--- src/sv/csf_pkg.sv ---
// Shared types and constants for the COBS sample framer.
package csf_pkg;

    // Width of the internal slot and code counters (counters wrap at 256)
    localparam int SLOT_W = 8;
    // Width of a byte index on the result channel
    localparam int INDEX_W = 7;
    // Width of one byte
    localparam int BYTE_W = 8;
    // Width of one input sample
    localparam int SAMPLE_W = 16;
    // Most byte writes one sample can cause
    localparam int MAX_WRITES = 4;
    localparam int POS_W = 2;

    // Position of the last write in a bundle, without and with a frame close
    localparam logic [POS_W-1:0] POS_PLAIN_LAST = 2'd1;
    localparam logic [POS_W-1:0] POS_CLOSE_LAST = 2'd3;

    // Initial values of the encoder state
    localparam logic [SLOT_W-1:0] RUN_CODE_INIT   = 8'd1;
    localparam logic [SLOT_W-1:0] CODE_SLOT_INIT  = 8'd0;
    localparam logic [SLOT_W-1:0] WRITE_SLOT_INIT = 8'd1;

    // All byte writes caused by one sample
    typedef struct packed {
        logic                           buffer_sel;
        logic                           close;
        logic [MAX_WRITES-1:0][SLOT_W-1:0] index;
        logic [MAX_WRITES-1:0][BYTE_W-1:0] value;
    } csf_bundle_t;

    // COBS state after one byte
    typedef struct packed {
        logic [SLOT_W-1:0] run_code;
        logic [SLOT_W-1:0] code_slot;
        logic [SLOT_W-1:0] write_slot;
    } csf_cobs_t;

    // Encode one byte: returns the new state; index and value of the write
    // come from the state before the byte.
    function automatic csf_cobs_t cobs_advance(csf_cobs_t st, logic [BYTE_W-1:0] b);
        csf_cobs_t nx;
        nx.write_slot = st.write_slot + 8'd1;
        if (b == '0) begin
            nx.code_slot = st.write_slot;
            nx.run_code  = RUN_CODE_INIT;
        end else begin
            nx.code_slot = st.code_slot;
            nx.run_code  = st.run_code + 8'd1;
        end
        return nx;
    endfunction

    function automatic logic [SLOT_W-1:0] cobs_index(csf_cobs_t st, logic [BYTE_W-1:0] b);
        return (b == '0) ? st.code_slot : st.write_slot;
    endfunction

    function automatic logic [BYTE_W-1:0] cobs_value(csf_cobs_t st, logic [BYTE_W-1:0] b);
        return (b == '0) ? st.run_code : b;
    endfunction

endpackage

--- src/sv/csf_encoder.sv ---
// Input register and COBS encoder state: turns one sample into a write bundle.
module csf_encoder #(
    parameter int FRAME_BYTES = 64
) (
    input  logic                          aclk,
    input  logic                          aresetn,
    input  logic                          s_tvalid,
    output logic                          s_tready,
    input  logic [csf_pkg::SAMPLE_W-1:0]  s_tdata,
    output logic                          bundle_valid,
    input  logic                          bundle_ready,
    output csf_pkg::csf_bundle_t          bundle
);

    localparam logic [csf_pkg::SLOT_W-1:0] FRAME_LIMIT = csf_pkg::SLOT_W'(FRAME_BYTES);
    localparam logic [csf_pkg::SLOT_W-1:0] DELIM_INDEX = csf_pkg::SLOT_W'(FRAME_BYTES + 1);

    logic                          in_valid_reg;
    logic [csf_pkg::SAMPLE_W-1:0]  sample_reg;
    csf_pkg::csf_cobs_t            cobs_reg, cobs_next;
    logic [csf_pkg::SLOT_W-1:0]    payload_count_reg, payload_count_next;
    logic                          active_buffer_reg, active_buffer_next;

    csf_pkg::csf_cobs_t            cobs_mid, cobs_end;
    logic [csf_pkg::BYTE_W-1:0]    byte_lo, byte_hi;
    logic [csf_pkg::SLOT_W-1:0]    count_sum;
    logic                          close;
    logic                          handoff;

    assign s_tready     = !in_valid_reg || bundle_ready;
    assign bundle_valid = in_valid_reg;
    assign handoff      = in_valid_reg && bundle_ready;

    // Input register
    always_ff @(posedge aclk) begin
        if (!aresetn) begin
            in_valid_reg <= 1'b0;
        end else if (s_tvalid && s_tready) begin
            in_valid_reg <= 1'b1;
        end else if (handoff) begin
            in_valid_reg <= 1'b0;
        end
        if (s_tvalid && s_tready) begin
            sample_reg <= s_tdata;
        end
    end

    // Encode both bytes of the sample, low byte first
    always_comb begin
        byte_lo   = sample_reg[csf_pkg::BYTE_W-1:0];
        byte_hi   = sample_reg[csf_pkg::SAMPLE_W-1:csf_pkg::BYTE_W];
        cobs_mid  = csf_pkg::cobs_advance(cobs_reg, byte_lo);
        cobs_end  = csf_pkg::cobs_advance(cobs_mid, byte_hi);
        count_sum = payload_count_reg + 8'd2;
        close     = (count_sum >= FRAME_LIMIT);

        bundle.buffer_sel = active_buffer_reg;
        bundle.close      = close;
        bundle.index[0]   = csf_pkg::cobs_index(cobs_reg, byte_lo);
        bundle.value[0]   = csf_pkg::cobs_value(cobs_reg, byte_lo);
        bundle.index[1]   = csf_pkg::cobs_index(cobs_mid, byte_hi);
        bundle.value[1]   = csf_pkg::cobs_value(cobs_mid, byte_hi);
        // final code byte, then the delimiter
        bundle.index[2]   = cobs_end.code_slot;
        bundle.value[2]   = cobs_end.run_code;
        bundle.index[3]   = DELIM_INDEX;
        bundle.value[3]   = '0;

        if (close) begin
            cobs_next.run_code   = csf_pkg::RUN_CODE_INIT;
            cobs_next.code_slot  = csf_pkg::CODE_SLOT_INIT;
            cobs_next.write_slot = csf_pkg::WRITE_SLOT_INIT;
            payload_count_next   = '0;
            active_buffer_next   = !active_buffer_reg;
        end else begin
            cobs_next            = cobs_end;
            payload_count_next   = count_sum;
            active_buffer_next   = active_buffer_reg;
        end
    end

    // Encoder state advances when the bundle is handed on
    always_ff @(posedge aclk) begin
        if (!aresetn) begin
            cobs_reg.run_code   <= csf_pkg::RUN_CODE_INIT;
            cobs_reg.code_slot  <= csf_pkg::CODE_SLOT_INIT;
            cobs_reg.write_slot <= csf_pkg::WRITE_SLOT_INIT;
            payload_count_reg   <= '0;
            active_buffer_reg   <= 1'b0;
        end else if (handoff) begin
            cobs_reg            <= cobs_next;
            payload_count_reg   <= payload_count_next;
            active_buffer_reg   <= active_buffer_next;
        end
    end

`ifndef SYNTH
    // A closing sample swaps buffers and restarts the frame
    a_close_swaps: assert property (@(posedge aclk) disable iff (!aresetn)
        handoff && close |=> active_buffer_reg != $past(active_buffer_reg)
                              && payload_count_reg == '0)
        else $error("frame close did not swap buffer");

    // Payload count never passes the frame limit between samples
    a_count_bound: assert property (@(posedge aclk) disable iff (!aresetn)
        payload_count_reg < FRAME_LIMIT)
        else $error("payload count beyond frame size");
`endif

endmodule

--- src/sv/csf_serializer.sv ---
// Result register: issues the writes of one bundle one item per cycle while m_tready is high.
module csf_serializer (
    input  logic                       aclk,
    input  logic                       aresetn,
    input  logic                       bundle_valid,
    output logic                       bundle_ready,
    input  csf_pkg::csf_bundle_t       bundle,
    output logic                       m_tvalid,
    input  logic                       m_tready,
    output logic [15:0]                m_tdata,
    output logic                       m_tuser,
    output logic                       m_tlast
);

    logic                          busy_reg;
    logic [csf_pkg::POS_W-1:0]     pos_reg;
    csf_pkg::csf_bundle_t          bundle_reg;
    logic [csf_pkg::POS_W-1:0]     last_pos;
    logic                          out_fire;
    logic                          final_fire;
    logic                          load;

    assign last_pos     = bundle_reg.close ? csf_pkg::POS_CLOSE_LAST
                                           : csf_pkg::POS_PLAIN_LAST;
    assign out_fire     = busy_reg && m_tready;
    assign final_fire   = out_fire && (pos_reg == last_pos);
    assign bundle_ready = !busy_reg || final_fire;
    assign load         = bundle_valid && bundle_ready;

    // Bundle register and write position
    always_ff @(posedge aclk) begin
        if (!aresetn) begin
            busy_reg <= 1'b0;
            pos_reg  <= '0;
        end else if (load) begin
            busy_reg <= 1'b1;
            pos_reg  <= '0;
        end else if (final_fire) begin
            busy_reg <= 1'b0;
            pos_reg  <= '0;
        end else if (out_fire) begin
            pos_reg  <= pos_reg + 2'd1;
        end
        if (load) begin
            bundle_reg <= bundle;
        end
    end

    // Current write onto the result channel
    assign m_tvalid = busy_reg;
    assign m_tdata  = {bundle_reg.value[pos_reg],
                       bundle_reg.index[pos_reg][csf_pkg::INDEX_W-1:0],
                       bundle_reg.buffer_sel};
    assign m_tuser  = bundle_reg.close && (pos_reg == csf_pkg::POS_CLOSE_LAST);
    assign m_tlast  = (pos_reg == last_pos);

`ifndef SYNTH
    // Frame done only on the last write of a sample
    a_done_is_last: assert property (@(posedge aclk) disable iff (!aresetn)
        busy_reg && m_tuser |-> m_tlast)
        else $error("frame done on a non-final write");

    // The delimiter write carries a zero byte
    a_delim_zero: assert property (@(posedge aclk) disable iff (!aresetn)
        busy_reg && m_tuser |-> m_tdata[15:8] == '0)
        else $error("delimiter byte not zero");

    // A freshly loaded bundle starts at its first write
    a_load_start: assert property (@(posedge aclk) disable iff (!aresetn)
        load |=> busy_reg && pos_reg == '0)
        else $error("bundle load did not restart position");
`endif

endmodule

--- src/sv/cobs_sample_framer.sv ---
// Top level of the COBS sample framer: input register, encoder, write serializer.
//
// Usage:
//   s_ channel: one 16-bit sample per item, low byte encoded first.
//   m_ channel: one byte write per item into one of two ping-pong frame
//   buffers. tdata = {byte_value[15:8], byte_index[7:1], buffer_sel[0]},
//   tuser = frame_done (on the zero delimiter that ends a frame),
//   tlast = final write caused by the sample.
//   A sample causes two writes, or four when it completes a frame (final
//   code byte at the reserved slot, then a zero at FRAME_BYTES+1); after
//   that the other buffer is filled.
//   A sample passes the input register, then its bundle is loaded into
//   the serializer's bundle register, from which the result port issues
//   one write per cycle while m_tready is high. The next sample is taken
//   while the current writes drain.
//   Reset (aresetn low, synchronous) empties both registers and restarts
//   the encoder on the first buffer at index 0.
//   When m_tready is low, the current write holds and the input register
//   fills, after which s_tready drops.
module cobs_sample_framer #(
    parameter int FRAME_BYTES = 64
) (
    input  logic        aclk,
    input  logic        aresetn,
    input  logic        s_tvalid,
    output logic        s_tready,
    input  logic [15:0] s_tdata,   // [15:0] sample
    output logic        m_tvalid,
    input  logic        m_tready,
    output logic [15:0] m_tdata,   // [0] buffer_sel, [7:1] byte_index, [15:8] byte_value
    output logic        m_tuser,   // [0] frame_done
    output logic        m_tlast
);

    logic                  bundle_valid;
    logic                  bundle_ready;
    csf_pkg::csf_bundle_t  bundle;

    csf_encoder #(
        .FRAME_BYTES(FRAME_BYTES)
    ) u_encoder (
        .aclk         (aclk),
        .aresetn      (aresetn),
        .s_tvalid     (s_tvalid),
        .s_tready     (s_tready),
        .s_tdata      (s_tdata),
        .bundle_valid (bundle_valid),
        .bundle_ready (bundle_ready),
        .bundle       (bundle)
    );

    csf_serializer u_serializer (
        .aclk         (aclk),
        .aresetn      (aresetn),
        .bundle_valid (bundle_valid),
        .bundle_ready (bundle_ready),
        .bundle       (bundle),
        .m_tvalid     (m_tvalid),
        .m_tready     (m_tready),
        .m_tdata      (m_tdata),
        .m_tuser      (m_tuser),
        .m_tlast      (m_tlast)
    );

endmodule
--- config.mk ---
export PLATFORM = sky130hd
export DESIGN_NAME = cobs_sample_framer
export DESIGN_NICKNAME = d
export VERILOG_FILES = /design/src/sv/csf_pkg.sv /design/src/sv/csf_encoder.sv /design/src/sv/csf_serializer.sv /design/src/sv/cobs_sample_framer.sv
export SDC_FILE = /design/constraint.sdc
export NUM_CORES = 1
export LEC_CHECK = 0
export BUFFER_PORTS_ARGS = -buffer_cell sky130_fd_sc_hd__buf_4
export CAP_MARGIN = 25
export CORE_ASPECT_RATIO = 1.2
export CORE_UTILIZATION = 50
export DETAILED_ROUTE_END_ITERATION = 7
export GPL_ROUTABILITY_DRIVEN = 1
export GPL_TIMING_DRIVEN = 1
export PLACE_DENSITY = 0.67
export SLEW_MARGIN = 20
export SYNTH_ARGS = -nofsm -noshare
export SYNTH_HDL_FRONTEND = slang
export SYNTH_SLANG_ARGS = --single-unit
--- constraint.sdc ---
create_clock -name aclk -period 3.66 [get_ports aclk]
set_input_delay 0.183 -clock aclk [delete_from_list [all_inputs] [get_ports aclk]]
set_output_delay 0.183 -clock aclk [all_outputs]
set_load 0.01 [all_outputs]
==> out/results.ini, run 1 <==
[status]
status = finished clean

[pwr]
internal_power_mw = 1.61
power_leakage_nw = 2.02
p_comb_share_pct = 8.5
pwr-share-seq_pct = 58.2
power_switching_mw = 0.512
p_clk_share_pct = 33.3
ir_worst_vdd_mv = 0.249
p_per_area_mw_per_mm2 = 398
switching_share_pct = 24.1

[sta]
timing.final.crit_share_pct = 73.6
relSlewSlack_pct = 49.4
clock_skew_ps = 10.8
hold_viol_final = 0
slew_viol_final = 0
finalSetupTns_ps = 0
min_period_ps = 2690
setup_viol = 0
rsz0062_at_grt = no
whs_ps = 73.2
fmax_ghz = 0.371
worst_pin_slew_ps = 758

[placed_design]
dpl_cell_area_mm2 = 0.00498
io_buffers = 39
dpl.cell_count = 565
place_congestion = 0.905
dp_hpwl_um = 6870

[min_path]
holdCritPathClass = in2reg

[clock_network]
clock_sinks = 97
clk_pin_slew_ps = 100
post_cts_buffers = 0
worstSkewPairLatency_ps = 360
cts_resized = 0
htree_num_levels = 3
clockBufferDepth = 2
cts-root-buf = clkbuf_8
numCtsBuffers = 9
cts_tree = yes
hold_buffers = 16

[logic_synthesis]
ys_ff_latch = 97
synthTopCellsByArea = edfxtp_1 (41%), dfxtp_1 (15%), nand2_1 (5.3%)
synth_cell_type_count = 48
synthFlopType = edfxtp_1
netlist.top_cell.by_area = edfxtp_1
yosys.area.top_type_share_pct = 41.5
synth_edf_count = 63
synth_nets = 450
synth_area_mm2 = 0.00456
seq_area_frac_synth_pct = 56.4
syn_area_per_cell_um2 = 10.8
synth_common_cells = nand2_1 (64), edfxtp_1 (63), dfxtp_1 (34)
synth_warnings = 0
yosysMostFrequentCell = nand2_1
syn_inst = 423
async_flop_share_pct = 0

[setup_path]
critPathSlowestCell = nor4_1
cp_max_fo = 9
critical_path_buf_inv_count = 0
cpMostUsedCell = nand2_1
crit_family = simple AND/OR/NAND/NOR gates
max_stage_delay_ps = 440
crit_chain = nor4_1 > nand2_1 > and2_1 > ha_1 > a21boi_0 > o21ai_0 > nand2_1 > a21oi_1 > xor2_1 > nor2_1
cp.arrival_ps = 2820
cp-start-kind = register
crit_required_ps = 3790
critPathKind = reg2reg
endpoint_kind = register

[route]
wl_um = 9910
wl_per_cell_um = 16.6
drt-initial-drc-count = 195
vias_per_cell = 5.56
via_count = 3317
drc_errors = 0
first_pass_iters = 4
antenna_left = 0

[cells_and_area]
final_area_mm2 = 0.00534
final-instance-count-excl-fill = 597
fillers = 735
num_antenna_cells = 0
nets = 502
largest_reg_flops = 46
drive_gt1_share_pct = 15.2
finalCoreUtilization_pct = 61.4
area_growth_pct = 17.2

[floorplan]
io_pins = 40
die_width_um = 89.2
core_mm2 = 0.00870
num_rows = 37
dieArea_mm2 = 0.00951
fp.dieH_um = 107
initial_core_util_pct = 52.4

[flow_run]
cap_violations = 0

[grt]
antenna_found_initial = 0
grt_pass1_wl_um = 15800
grt_usage_pct = 22.7
grt_start_max_net_pins = 51
grt_pass1_vias = 3235
overflow = 0

-- cell usage in the layout, fill, tap and decap left out, drive strengths merged, types with 7 or more instances in the layout --
master	count
a21oi	18
nand3	12
dlygate4sd3	16
clkbuf	9
nand2	64
o21ai	29
dfxtp	34
mux2i	22
buf	51
ha	7
edfxtp	63
nor2	28
inv	11
a21o	11
xor2	14
a22o	12
xnor2	15
and2	7
-- layer usage --
metal	vias up	wire, um	GRT usage (%)
met2	86	5180	37.0
met5	-	0	0
met3	8	426	5.00
met1	1600	4210	29.1
li1	1623	-	-
met4	0	101	8.84
-- worst register-to-register path, delay by kind of cell, from the launching register on --
family | cells | cell delay, ps
and+or+nand+nor | 5 | 1120
AOI/OAI and AO/OA | 3 | 480
DFF | 1 | 410
adders and majority gates | 1 | 250
xor gates and xnor gates | 1 | 190
-- logic make-up after synthesis --
group | Yosys count | share of synthesized area [%]
adder cells (fa/ha/maj) | 7 | 1.92
buffers and inverters | 35 | 3.10
flip-flops | 97 | 56.4
AO/OA/AOI/OAI | 92 | 13.5
XOR/XNOR | 29 | 5.57
AND/OR/NAND/NOR | 141 | 14.6
multiplexers | 22 | 4.83
-- power by group through the flow --
stage	Clock, mW	Combinational (mW)	Sequential (mW)
final	0.708	0.182	1.24
after global routing	0.770	0.199	1.24
after CTS	0.728	0.184	1.24
after detailed placement	0	0.170	1.26
after global placement	0	0.168	1.26
after floorplan	0	0.0982	1.25
-- final timing paths --
path	from	cells past startpoint	slack, ps	endpoint
setup / recovery	u_encoder.sample_reg[1]	10	970	u_serializer.bundle_reg[20]
hold / removal	s_tvalid	3	70	u_encoder.bundle_valid
setup reg to reg	u_encoder.sample_reg[1]	10	970	u_serializer.bundle_reg[20]
hold reg to reg	u_encoder.active_buffer_reg	0	460	u_serializer.m_tdata[0]
-- area by class of cell --
| class | count | area (um^2) | share of cell area (%) |
|---|---|---|---|
| sequential | 97 | 2570 | 48.2 |
| multi-input combinational | 291 | 1850 | 34.6 |
| timing repair buffer | 67 | 543 | 10.2 |
| tap | 117 | 146 | 2.74 |
| clock buffer | 9 | 124 | 2.32 |
| clock inverter | 7 | 76.3 | 1.43 |
| inverter | 9 | 33.8 | 0.632 |
-- metrics by stage --
step                      setup slack [ps]  power [mW]
after floorplan                        792        1.35
after global placement                1020        1.43
after detailed placement               956        1.43
after CTS                              958        2.15
after global routing                   778        2.21
final                                  965        2.13
(Power assumes the default switching activity.)
==> run 2, diff against run 1 <==
--- a/config.mk
+++ b/config.mk
@@ -5,6 +5,7 @@
 export SDC_FILE = /design/constraint.sdc
 export NUM_CORES = 1
 export LEC_CHECK = 0
+export ABC_AREA = 1
 export BUFFER_PORTS_ARGS = -buffer_cell sky130_fd_sc_hd__buf_4
 export CAP_MARGIN = 25
 export CORE_ASPECT_RATIO = 1.2
==> constraint.sdc (replaced) <==
create_clock -name aclk -period 2.5 [get_ports aclk]
set_input_delay 0.125 -clock aclk [delete_from_list [all_inputs] [get_ports aclk]]
set_output_delay 0.125 -clock aclk [all_outputs]
set_load 0.01 [all_outputs]
==> run 2 against run 1 <==
Hold slack worse by 42 ps. Core utilization is 0.053 points lower. Final area is 0.45% higher. First-iteration DRC count is 8.2% lower. Sequential power is 46% higher. Die area is 0.54% higher. Final cell count is 18% higher. Fmax is 34% higher. Sequential cell count stayed put. Critical path depth is 1 higher. Combinational power is 59% higher. Critical path type unchanged. Critical endpoint is now u_serializer.bundle_reg[22]. Highest routed layer unchanged.
==> out/results.ini, run 2 <==
[cells_and_area]
final_common_cell = nand2_1
layout_common_cells = nand2_1 (127), o21ai_0 (78), inv_1 (65), edfxtp_1 (63), nor2_1 (54)
num_antenna_cells = 0  ; unchanged
largest_reg_flops = 46  ; unchanged
final_area_mm2 = 0.00537  ; +0.45%
drive_gt1_share_pct = 13.1  ; -2.2 points
nets = 612  ; +22%
area_growth_pct = 17.0

[logic_synthesis]
synthTopCellsByArea = edfxtp_1 (41%), dfxtp_1 (15%), nand2_1 (10%)
async_flop_share_pct = 0  ; unchanged
synth_common_cells = nand2_1 (127), o21ai_0 (78), inv_1 (65)
synth_cell_type_count = 32  ; -33%
yosys.area.top_type_share_pct = 41.3  ; -0.23 points
syn_inst = 526  ; +24%
yosysMostFrequentCell = nand2_1
synth_nets = 553  ; +23%
synthFlopType = edfxtp_1
netlist.top_cell.by_area = edfxtp_1
ys_ff_latch = 97  ; unchanged
seq_area_frac_synth_pct = 56.1  ; -0.31 points
synth_warnings = 0  ; unchanged
synth_area_mm2 = 0.00458  ; +0.55%
synth_edf_count = 63  ; unchanged
syn_area_per_cell_um2 = 8.72  ; -19%

[sta]
fmax_ghz = 0.497  ; +34%
timing.final.crit_share_pct = 80.6  ; +6.9 points
finalSetupTns_ps = 0  ; unchanged
worst_pin_slew_ps = 559  ; -200 ps
relSlewSlack_pct = 62.7  ; +13 points
min_period_ps = 2010  ; -681 ps
clock_skew_ps = 5.47  ; -5.35 ps
slew_viol_final = 0  ; unchanged
rsz0062_at_grt = no
setup_viol = 0  ; unchanged
hold_viol_final = 0  ; unchanged

[min_path]
whs_path_depth = 3  ; unchanged
worstHoldEndpoint = u_encoder.active_buffer_reg
holdCritPathClass = in2reg
holdCritStartpoint = aresetn

[clock_network]
htree_num_levels = 3  ; unchanged
cts-root-buf = clkbuf_8
clk_pin_slew_ps = 90  ; about the same
clockBufferDepth = 2  ; unchanged
clock_sinks = 97  ; unchanged
worstSkewPairLatency_ps = 360  ; about the same
numCtsBuffers = 9  ; unchanged
cts_tree = yes

[floorplan]
num_rows = 37  ; unchanged
core_mm2 = 0.00875  ; +0.53%
dieArea_mm2 = 0.00956  ; +0.54%
fp.dieH_um = 107  ; +0.27%
die_width_um = 89.4  ; +0.27%
initial_core_util_pct = 52.4  ; about the same
io_pins = 40  ; unchanged

[setup_path]
cp.arrival_ps = 2140  ; -680 ps
cp_max_fo = 4  ; -5
endpoint_kind = register
r2r-start = u_encoder.sample_reg[1]
critPathKind = reg2reg
crit_required_ps = 2620  ; -1170 ps
ff2ff_path_depth = 11  ; +1
cp-start-kind = register
reg2reg_to = u_serializer.bundle_reg[22]
r2r_slack_ps = 490  ; -480 ps

[status]
status = finished clean

[pwr]
p_per_area_mw_per_mm2 = 580  ; +46%
power_leakage_nw = 2.25  ; +11%
ir_worst_vdd_mv = 0.369  ; +48%

[grt]
overflow = 0  ; unchanged
grt_usage_pct = 22.4  ; -0.32 points
grt_pass1_vias = 3482  ; +7.6%
grt_pass1_wl_um = 15700  ; -0.57%
grt_start_max_net_pins = 33  ; -35%
antenna_found_initial = 0  ; unchanged

[route]
drc_errors = 0  ; unchanged
antenna_left = 0  ; unchanged
drt-initial-drc-count = 179  ; -8.2%
wl_um = 9670  ; -2.5%
wl_per_cell_um = 13.7  ; -18%
first_pass_iters = 5  ; +1
vias_per_cell = 5.06  ; -8.9%
via_count = 3580  ; +7.9%

[placed_design]
io_buffers = 39  ; unchanged
place_congestion = 0.889  ; -1.8%
dpl_cell_area_mm2 = 0.00501  ; +0.58%
dp_hpwl_um = 6870  ; about the same

[flow_run]
cap_violations = 0  ; unchanged

## run 2: report_power, final
part	switching, mW	internal, mW
combinational	0.171	0.119
sequential	0.0285	1.78
clock	0.530	0.483
total	0.729	2.38
## run 2: worst max path at each step
stage	cells past startpoint	slack [ps]	end	from
2_1_floorplan	10	150	u_encoder.cobs_reg[22]	u_serializer.pos_reg[0]
3_3_place_gp	11	530	u_serializer.bundle_reg[22]	u_encoder.sample_reg[1]
3_5_place_dp	11	490	u_serializer.bundle_reg[22]	u_encoder.sample_reg[1]
4_1_cts	11	480	u_serializer.bundle_reg[22]	u_encoder.sample_reg[1]
5_1_grt	11	300	u_serializer.bundle_reg[22]	u_encoder.sample_reg[5]
6_report	11	490	u_serializer.bundle_reg[22]	u_encoder.sample_reg[1]
## run 2: through the flow
step	cells	power, mW	hold WS [ps]	worst slack [ps]	utilization (%)
final	707	3.11	31.3	486	61.3
after global routing	707	3.22	66.6	298	61.3
after CTS	707	3.14	14.7	480	61.3
after detailed placement	675	2.12	304	487	57.3
after global placement	675	2.11	303	531	57.3
after floorplan	526	2.00	224	153	-
## run 2: layer usage
layer	wire length, um	up-vias	track usage [%]
met5	0	-	0
met4	251	0	11.8
met3	357	19	2.54
met2	4890	83	38.3
met1	4170	1624	27.2
li1	-	1854	-
## run 2: logic make-up (layout without fill, tap and decap cells)
| kind of cell | Yosys count | in the layout | share of synthesized area (%) |
|---|---|---|---|
| flops | 97 | 97 | 56.1 |
| simple gates | 223 | 223 | 20.6 |
| compound gates | 103 | 103 | 11.9 |
| xor+xnor | 10 | 10 | 1.91 |
| buf+inv | 86 | 150 | 7.59 |
| fa+ha+maj | 7 | 7 | 1.91 |
## run 2: area by class of cell
| cell class | count | area, um^2 |
|---|---|---|
| timing repair buffer | 65 | 528 |
| clock buffer | 10 | 138 |
| sequential | 97 | 2570 |
| tap | 117 | 146 |
| fill | 756 | 3380 |
| multi-input combinational | 343 | 1660 |
| clock inverter | 6 | 57.6 |
| inverter | 69 | 259 |
## run 2: critical path, stage by stage, from the launching register on
cell,delay (ps)
edfxtp_1,400
nor2_1,120
nand3_1,80
nor2_1,280
nor2_1,100
inv_1,90
ha_1,150
nand2_1,90
nor2_1,220
nand3_1,130
nand2_1,90
nor2_1,30
## run 2: timing repair
item	in CTS	in global routing
hold buffers	16	0
endpoints found under the hold margin	16	0
gates resized for setup	0	0
setup endpoints to repair	0	0
buffers inserted	0	0
==> run 3, diff against run 2 <==
==> constraint.sdc (replaced) <==
create_clock -name aclk -period 2.1 [get_ports aclk]
set_input_delay 0.105 -clock aclk [delete_from_list [all_inputs] [get_ports aclk]]
set_output_delay 0.105 -clock aclk [all_outputs]
set_load 0.01 [all_outputs]
==> run 3 against run 2 <==
Wire length grew 0.19%. Critical path depth stayed put. Via count is 0.36% higher. Worst setup slack worse by 270 ps. Die area unchanged. Non-clock buffer count rose by 7. Sequential share of layout area down 1.1 points. Clock skew up 4.0 ps.
==> out/results.ini, run 3 (synthesis gave the netlist of run 2 again) <==
[cells_and_area]
seqCellArea_mm2 = 0.00257  ; about the same
nets = 619  ; +1.1%
final-instance-count-excl-fill = 714  ; +0.99%
num_antenna_cells = 0  ; unchanged
final_area_mm2 = 0.00549  ; +2.3%
layout_common_cells = nand2_1 (127), o21ai_0 (72), inv_1 (65), edfxtp_1 (63)
multi_input_comb_area_mm2 = 0.00167  ; +0.45%
largest_reg_flops = 46  ; unchanged
fillers = 741  ; -2.0%
final_common_cell = nand2_1
area_growth_pct = 19.8
drive_gt1_share_pct = 14.2  ; +1.2 points

[clock_network]
post_cts_buffers = 0  ; unchanged
numCtsBuffers = 9  ; unchanged
clock_sinks = 97  ; unchanged
cts_tree = yes
clk_pin_slew_ps = 90  ; about the same
worstSkewPairLatency_ps = 370  ; about the same
htree_num_levels = 3  ; unchanged
clockBufferDepth = 2  ; unchanged
cts-root-buf = clkbuf_8

[route]
via_count = 3593  ; +0.36%
drt-initial-drc-count = 192  ; +7.3%
drc_errors = 0  ; unchanged
vias_per_cell = 5.03  ; -0.62%
first_pass_iters = 5  ; unchanged
antenna_left = 0  ; unchanged
wl_um = 9690  ; +0.19%
wl_per_cell_um = 13.6  ; -0.80%

[floorplan]
die_width_um = 89.4  ; unchanged
fp.dieH_um = 107  ; unchanged
core_mm2 = 0.00875  ; unchanged
io_pins = 40  ; unchanged
num_rows = 37  ; unchanged
initial_core_util_pct = 52.4  ; unchanged
dieArea_mm2 = 0.00956  ; unchanged

[setup_path]
crit_path_start = u_encoder.sample_reg[5]
cp-start-kind = register
worstSetupEndpoint = u_serializer.bundle_reg[22]
ff2ff_path_depth = 11  ; unchanged
crit_required_ps = 2230  ; -390 ps
max_stage_delay_ps = 390  ; about the same
cpMostUsedCell = nor2_1
cp_max_fo = 4  ; unchanged
r2r-start = u_encoder.sample_reg[5]
cp.arrival_ps = 2020  ; -120 ps
critPathKind = reg2reg
critPathSlowestCell = edfxtp_1
reg2reg_to = u_serializer.bundle_reg[22]
crit_chain = nor2_1 > nand3_1 > nor2_2 > nor2_1 > inv_1 > ha_1 > nand2_1 > nor2_1 > nand3_1 > nand2_1 > nor2_1
endpoint_kind = register
r2r_slack_ps = 220  ; -270 ps

[grt]
antenna_found_initial = 0  ; unchanged
grt_start_max_net_pins = 54  ; +64%
grt_pass1_vias = 3456  ; -0.75%
overflow = 0  ; unchanged
grt_usage_pct = 22.5  ; +0.13 points
grt_pass1_wl_um = 15900  ; +1.2%

[min_path]
whs_path_depth = 3  ; unchanged
holdCritStartpoint = s_tvalid
holdCritPathClass = in2reg

[sta]
worst_pin_slew_ps = 374  ; -184 ps
fmax_ghz = 0.532  ; +7.1%
min_period_ps = 1880  ; -133 ps
hold_viol_final = 0  ; unchanged
relSlewSlack_pct = 74.9  ; +12 points
clock_skew_ps = 9.48  ; +4.01 ps
rsz0062_at_grt = no
timing.final.crit_share_pct = 89.6  ; +9.0 points
slew_viol_final = 0  ; unchanged
setup_viol = 0  ; unchanged

[placed_design]
dp_hpwl_um = 6660  ; -3.0%
dpl.cell_count = 680  ; +0.74%
io_buffers = 39  ; unchanged
dpl_cell_area_mm2 = 0.00506  ; +1.0%
place_congestion = 0.940  ; +5.7%

[pwr]
switching_share_pct = 22.6  ; -0.85 points
ir_worst_vdd_mv = 0.450  ; +22%
p_comb_share_pct = 9.0  ; -0.3 points
p_per_area_mw_per_mm2 = 720  ; +24%
internal_power_mw = 3.06  ; +28%
pwr-share-seq_pct = 54.4  ; -3.7 points
power_leakage_nw = 2.30  ; +2.6%
p_clk_share_pct = 36.6  ; +4.0 points
power_switching_mw = 0.893  ; +22%
total_power_mw = 3.95  ; +27%

[status]
status = finished clean

[flow_run]
cap_violations = 0  ; unchanged

run 3: changes by cell type in the layout (fill, tap and decap cells not counted), sizes merged:
cell,previous run,this run
buf,49,54
clkinv,6,4
dlygate4sd3,16,18
clkbuf,10,9
inv,68,69
bufinv,1,3
run 3: routing by layer:
layer  global-route usage, %  part of all wire, %  vias to the layer above  wire, um
li1                        -                    -                     1870         -
met4                    11.9                  2.6                        0       256
met2                    38.0                   50                       83      4880
met3                    2.85                  4.3                       19       415
met5                       0                    0                        -         0
met1                    27.6                   43                     1621      4130
run 3: worst min path at each step:
stage                                    to  slack [ps]
global placement    u_encoder.sample_reg[2]         280
detailed placement  u_encoder.sample_reg[1]         280
floorplan           u_encoder.sample_reg[0]         200
finish               u_encoder.bundle_valid          60
CTS                  u_encoder.bundle_valid          40
global route         u_encoder.bundle_valid          50
run 3: worst max-delay path, delay by kind of cell (launching register included):
family | cells | cell delay, ps
adder cells (fa/ha/maj) | 1 | 150
buffers and inverters | 1 | 70
flip-flops | 1 | 390
AND/OR/NAND/NOR | 9 | 1030
run 3: power by group through the flow:
stage / clock network (mW) / logic, mW / registers (mW)
6_report: 1.45 / 0.355 / 2.15
5_1_grt: 1.54 / 0.396 / 2.16
4_1_cts: 1.47 / 0.358 / 2.15
3_5_place_dp: 0 / 0.328 / 2.19
3_3_place_gp: 0 / 0.326 / 2.19
2_1_floorplan: 0 / 0.195 / 2.19
run 3: per-stage QoR:
stage,setup TNS (ps),setup WS [ps],hold slack [ps],utilization [%]
2_1_floorplan,-4660,-232,204,-
3_3_place_gp,0,204,283,57.8
3_5_place_dp,0,137,284,57.8
4_1_cts,0,113,39.2,62.7
5_1_grt,0,1.32,52.0,62.7
6_report,0,219,60.0,62.7
run 3: timing repair:
| action | 4_1_cts | 5_1_grt |
|---|---|---|
| setup endpoints to repair | 0 | 12 |
| gates resized for setup | 0 | 3 |
| hold endpoints to repair | 18 | 0 |
| hold buffers | 18 | 0 |
run 3: area by class of cell:
type	count	area share, %
Clock buffer	9	2.26
Clock inverter	7	2.14
Inverter	69	4.72
Multi-Input combinational cell	343	30.4
Sequential cell	97	46.9
Tap cell	117	2.67
Timing Repair Buffer	72	10.9
